==> src/sv/ibb_pkg.sv <==
// shared types and register codes for the iterated box blur
// no dependencies
`timescale 1ns / 1ps

package ibb_pkg;

    typedef struct packed {
        logic [7:0] r;
        logic [7:0] g;
        logic [7:0] b;
    } t_rgb;

    localparam logic [1:0] REG_WIDTH  = 2'd0;
    localparam logic [1:0] REG_HEIGHT = 2'd1;
    localparam logic [1:0] REG_PASSES = 2'd2;

    localparam int unsigned CFG_DW = 9;

endpackage

==> src/sv/ibb_div.sv <==
// three-lane restoring divider, one quotient bit per cycle
// depends on ibb_pkg for the pixel type
`timescale 1ns / 1ps

module ibb_div #(
    parameter int unsigned SW = 14,
    parameter int unsigned NW = 6
) (
    input  logic             i_clk,
    input  logic             i_rst_n,
    input  logic             i_start,
    input  logic [SW-1:0]    i_sum_r,
    input  logic [SW-1:0]    i_sum_g,
    input  logic [SW-1:0]    i_sum_b,
    input  logic [NW-1:0]    i_count,
    output logic             o_done,
    output ibb_pkg::t_rgb    o_mean
);
    import ibb_pkg::*;

    localparam int unsigned CNTW = $clog2(SW + 1);

    logic [SW-1:0]   r_quo [3];
    logic [NW:0]     r_rem [3];
    logic [NW-1:0]   r_den;
    logic [CNTW-1:0] r_cnt;
    logic            r_busy;
    logic            r_done;

    logic [SW-1:0]   n_quo [3];
    logic [NW:0]     n_rem [3];

    always_comb begin
        logic [NW+1:0] trial;
        trial = '0;
        for (int i = 0; i < 3; i++) begin
            trial = {r_rem[i], r_quo[i][SW-1]};
            if (trial >= {2'b00, r_den}) begin
                trial = trial - {2'b00, r_den};
                n_quo[i] = {r_quo[i][SW-2:0], 1'b1};
            end else begin
                n_quo[i] = {r_quo[i][SW-2:0], 1'b0};
            end
            n_rem[i] = trial[NW:0];
        end
    end

    always_ff @(posedge i_clk) begin
        if (!i_rst_n) begin
            r_busy <= 1'b0;
            r_done <= 1'b0;
            r_cnt  <= '0;
        end else begin
            r_done <= 1'b0;
            if (i_start) begin
                r_busy   <= 1'b1;
                r_cnt    <= '0;
                r_den    <= i_count;
                r_quo[0] <= i_sum_r;
                r_quo[1] <= i_sum_g;
                r_quo[2] <= i_sum_b;
                for (int i = 0; i < 3; i++) begin
                    r_rem[i] <= '0;
                end
            end else if (r_busy) begin
                for (int i = 0; i < 3; i++) begin
                    r_quo[i] <= n_quo[i];
                    r_rem[i] <= n_rem[i];
                end
                r_cnt <= r_cnt + 1'b1;
                if (r_cnt == CNTW'(SW - 1)) begin
                    r_busy <= 1'b0;
                    r_done <= 1'b1;
                end
            end
        end
    end

    assign o_done   = r_done;
    assign o_mean.r = r_quo[0][7:0];
    assign o_mean.g = r_quo[1][7:0];
    assign o_mean.b = r_quo[2][7:0];

endmodule

==> config.mk <==
export PLATFORM = sky130hd
export DESIGN_NAME = ibb_div
export DESIGN_NICKNAME = d
export VERILOG_FILES = /design/src/sv/ibb_pkg.sv /design/src/sv/ibb_div.sv
export SDC_FILE = /design/constraint.sdc
export NUM_CORES = 1
export LEC_CHECK = 0
export BUFFER_PORTS_ARGS = -buffer_cell sky130_fd_sc_hd__buf_4
export CAP_MARGIN = 20
export CORE_MARGIN = 5
export CORE_UTILIZATION = 55
export DETAILED_ROUTE_END_ITERATION = 8
export GPL_TIMING_DRIVEN = 0
export PLACE_DENSITY = 0.79
export SLEW_MARGIN = 30
export SYNTH_ARGS = -nofsm -noshare
export SYNTH_HDL_FRONTEND = slang
export SYNTH_SLANG_ARGS = --single-unit
==> constraint.sdc <==
create_clock -name i_clk -period 2.95 [get_ports i_clk]
set_clock_uncertainty 0.05 [all_clocks]
set_input_delay 0.1475 -clock i_clk [delete_from_list [all_inputs] [get_ports i_clk]]
set_output_delay 0.1475 -clock i_clk [all_outputs]
set_load 0.03 [all_outputs]
==> impl_results.md <==
- Status: finished, final reports clean
- Critical Path, Cell by Cell: ha_1 > fa_1 > nor2b_4 > o2111a_1 > or3_1 > buf_6 > nand2_1 > o31ai_1
- Die Wd: 97.2 microns
- Setup Buffers After CTS: 0
- Post-CTS sizing: 0
- Post-layout net count: slightly below 600
- Largest stage delay on the critical path: 0.48 ns
- Maximum vdd drop: 0.277 mV
- Pin count of the biggest net entering global routing: 50
- Port bufs: 75
- CP Buf/Inv Count: 1
- Top-area cell type share of the netlist area: 0.495
- Drt first pass iters: 4
- Die footprint: 9450 sq um
- DR DRC count: 0
- Peak fanout along the critical path: 9
- Post-synthesis async set-or-reset flop share: 0
- Io pins: 76
- Rel. slew slack: 0.632
- Initial core utilization: 0.571
- Global-route wire length before repair: 14900 microns
- CP startpoint: r_den[0]
- Routed Antenna Nets: 0
- Setup slack after layout: 0.537 ns
- Reg2Reg Depth: 8
- Family with the most delay on the worst path: adder cells
- Seq/Total Area, Yosys: 0.524
- Hold path startpoint: i_sum_r[0]
- Die Y: 97.2 microns
- Antenna Cells: 0
- Post-layout min period: roughly 2.4 ns
- HP Class: input port to register
- Clock buffer depth: 2
- Post-DR vias/cell: 5.17
- Top_reg_cell synth: edfxtp_1
- Mapped Cells: 416
- Initial antenna violation count: 0
- Mapped Avg Cell Area: about 10 sq um
- Post-DP HPWL: 6490 microns
- Yosys top cell by area: edfxtp_1
- Number of flops mapped to enable cells by yosys: 69
- Area Overhead vs Synth: 24.2%
- Yosys warning count: 0
- Final Setup Violations: 0
- Fin crit share: 0.818
- Worst-path clk slew: 0.09 ns
- Iteration-0 DRC Markers: 211
- Total wire length: slightly below 9000 microns
- Hold Path Stages: 3
- Routability cong.: approximately 0.86
- Worst r2r src: r_den[0]
- Row count: 31
- Max Slew Vio Count: 0
- Synthesized net count: 490
- Worst Max-Slew Pin Slew: 0.552 ns
- Startpoint types: register
- Mapped cell area: 4190 sq um
- DP Worst Slack: about 0.54 ns
- Root buffer cell: clkbuf_8
- Design Power: 2540 uW
- Core area: roughly 7300 sq um
- Clk sinks: 75
- Fmax achieved: 0.414 GHz
- CP max stage cell: edfxtp_1
- Critical Path RT: 3.06 ns
- Critical path capture point type: register
- Gr usage total: 0.194
- Leakage: 0.00229 uW
- Crit path DAT: 2.53 ns
- Max-Cap Viols: 0
- Vias: 3191
- Worst skew pair latency: 0.34 ns
- Setup CP Type: register to register
- Flops & latches, synth: 75
- Post-synth cell types: 50
- Vias in the first global route: 3262
- Ratio of cells with drive above 1 in the final layout: 0.251
- Grt total ovfl: 0
- Top post-synthesis cells by area: edfxtp_1, nand2_1, ha_1
- CTS tree: built
- CTS buffer count: 9
- Wire per inst: between 10 and 15 microns
- Final hold vios: 0
- RSZ-0062 raised after global routing: no
- Hold Buf Count CTS: 10
- H-Tree Depth: 3
- Power Dens Cells: 489 nW/um^2
- Levels on crit path: 8
layout by cell type, fill, tap and decap left out, drive strengths merged, types with 9 or more instances in the layout:
| master | instances |
|---|---|
| ha | 20 |
| buf | 107 |
| edfxtp | 69 |
| clkbuf | 17 |
| o21a | 9 |
| dlygate4sd3 | 10 |
| nor2 | 24 |
| nand2 | 137 |
| inv | 20 |
| o21ai | 14 |
worst reg2reg max path, delay by kind of cell, from the launching register on:
family | cells | cell delay, ns
flip-flops | 1 | 0.48
AND/OR/NAND/NOR | 3 | 0.37
adder cells (fa/ha/maj) | 2 | 0.72
buffers and inverters | 1 | 0.14
AO/OA/AOI/OAI | 2 | 0.47
routing by layer:
metal / track usage / part of all wire
met1: 0.245 / 0.44
met2: 0.326 / 0.49
met3: 0.0459 / 0.055
met4: 0.0692 / 0.021
met5: 0 / 0
area by class of cell:
cell class,count,area [sq um]
fillers,555,2130
repair buffers,86,691
flip-flops and latches,75,2190
well taps,99,124
multi-input cells,288,1700
clock buffers,10,149
inverters,15,56.3
plain buffers,38,244
clock inverters,6,42.5
stage by stage:
stage                     hold WS, ns  TNS (ns)  instance area, sq um  cells  utilization
final                          0.0143         0                  5200    617        0.709
after global routing          0.00252         0                  5200    617        0.709
after CTS                     0.00125         0                  5200    617        0.709
after detailed placement        0.277         0                  4910    591        0.669
after global placement          0.277     -7.08                  4870    590        0.665
after floorplan                 0.196         0                  4190    416            -
Yosys cell counts, types with 2 or more instances:
| library cell | instances |
|---|---|
| nand2b_1 | 3 |
| a211oi_1 | 5 |
| o21a_1 | 9 |
| xnor2_1 | 7 |
| nand4_1 | 4 |
| and2_1 | 2 |
| o31ai_1 | 2 |
| o311a_1 | 2 |
| edfxtp_1 | 69 |
| inv_1 | 15 |
| o211ai_1 | 2 |
| a21oi_1 | 5 |
| clkbuf_1 | 7 |
| nor3_1 | 6 |
| nor2_1 | 23 |
| o31a_1 | 3 |
| dfxtp_1 | 6 |
| buf_4 | 24 |
| o221ai_1 | 2 |
| o21ai_0 | 13 |
| ha_1 | 20 |
| buf_2 | 3 |
| nor2b_1 | 7 |
| nand2_1 | 137 |
| fa_1 | 3 |
| mux2i_1 | 7 |
| xor2_1 | 3 |
| buf_1 | 3 |
| or3_1 | 2 |
| nand3_1 | 2 |
cell families after synthesis:
group,synth area share
and+or+nand+nor,0.195
DFF,0.524
AOI/OAI and AO/OA,0.0981
buffers and inverters,0.0717
adders and majority gates,0.0741
xor gates and xnor gates,0.0209
muxes,0.0167
final timing paths:
kind | endpoint | slack (ns)
setup / recovery | r_rem[0][19] | 0.54
hold / removal | r_quo[0][0] | 0.01
setup reg to reg | r_rem[0][19] | 0.54
hold reg to reg | o_done | 0.45
state kept, by name, indices dropped and copies added, names as in the netlist:
register	cells
r_den	6
r_cnt	4
r_quo	42
r_busy	1
r_rem	21
o_done	1
power breakdown:
part           internal [uW]  switching, uW  total [uW]
Clock                    363            409         773
Sequential              1240           31.9        1270
Combinational            236            269         505
Total                   1830            710        2540
No activity file was read; power rests on OpenSTA's default activity.
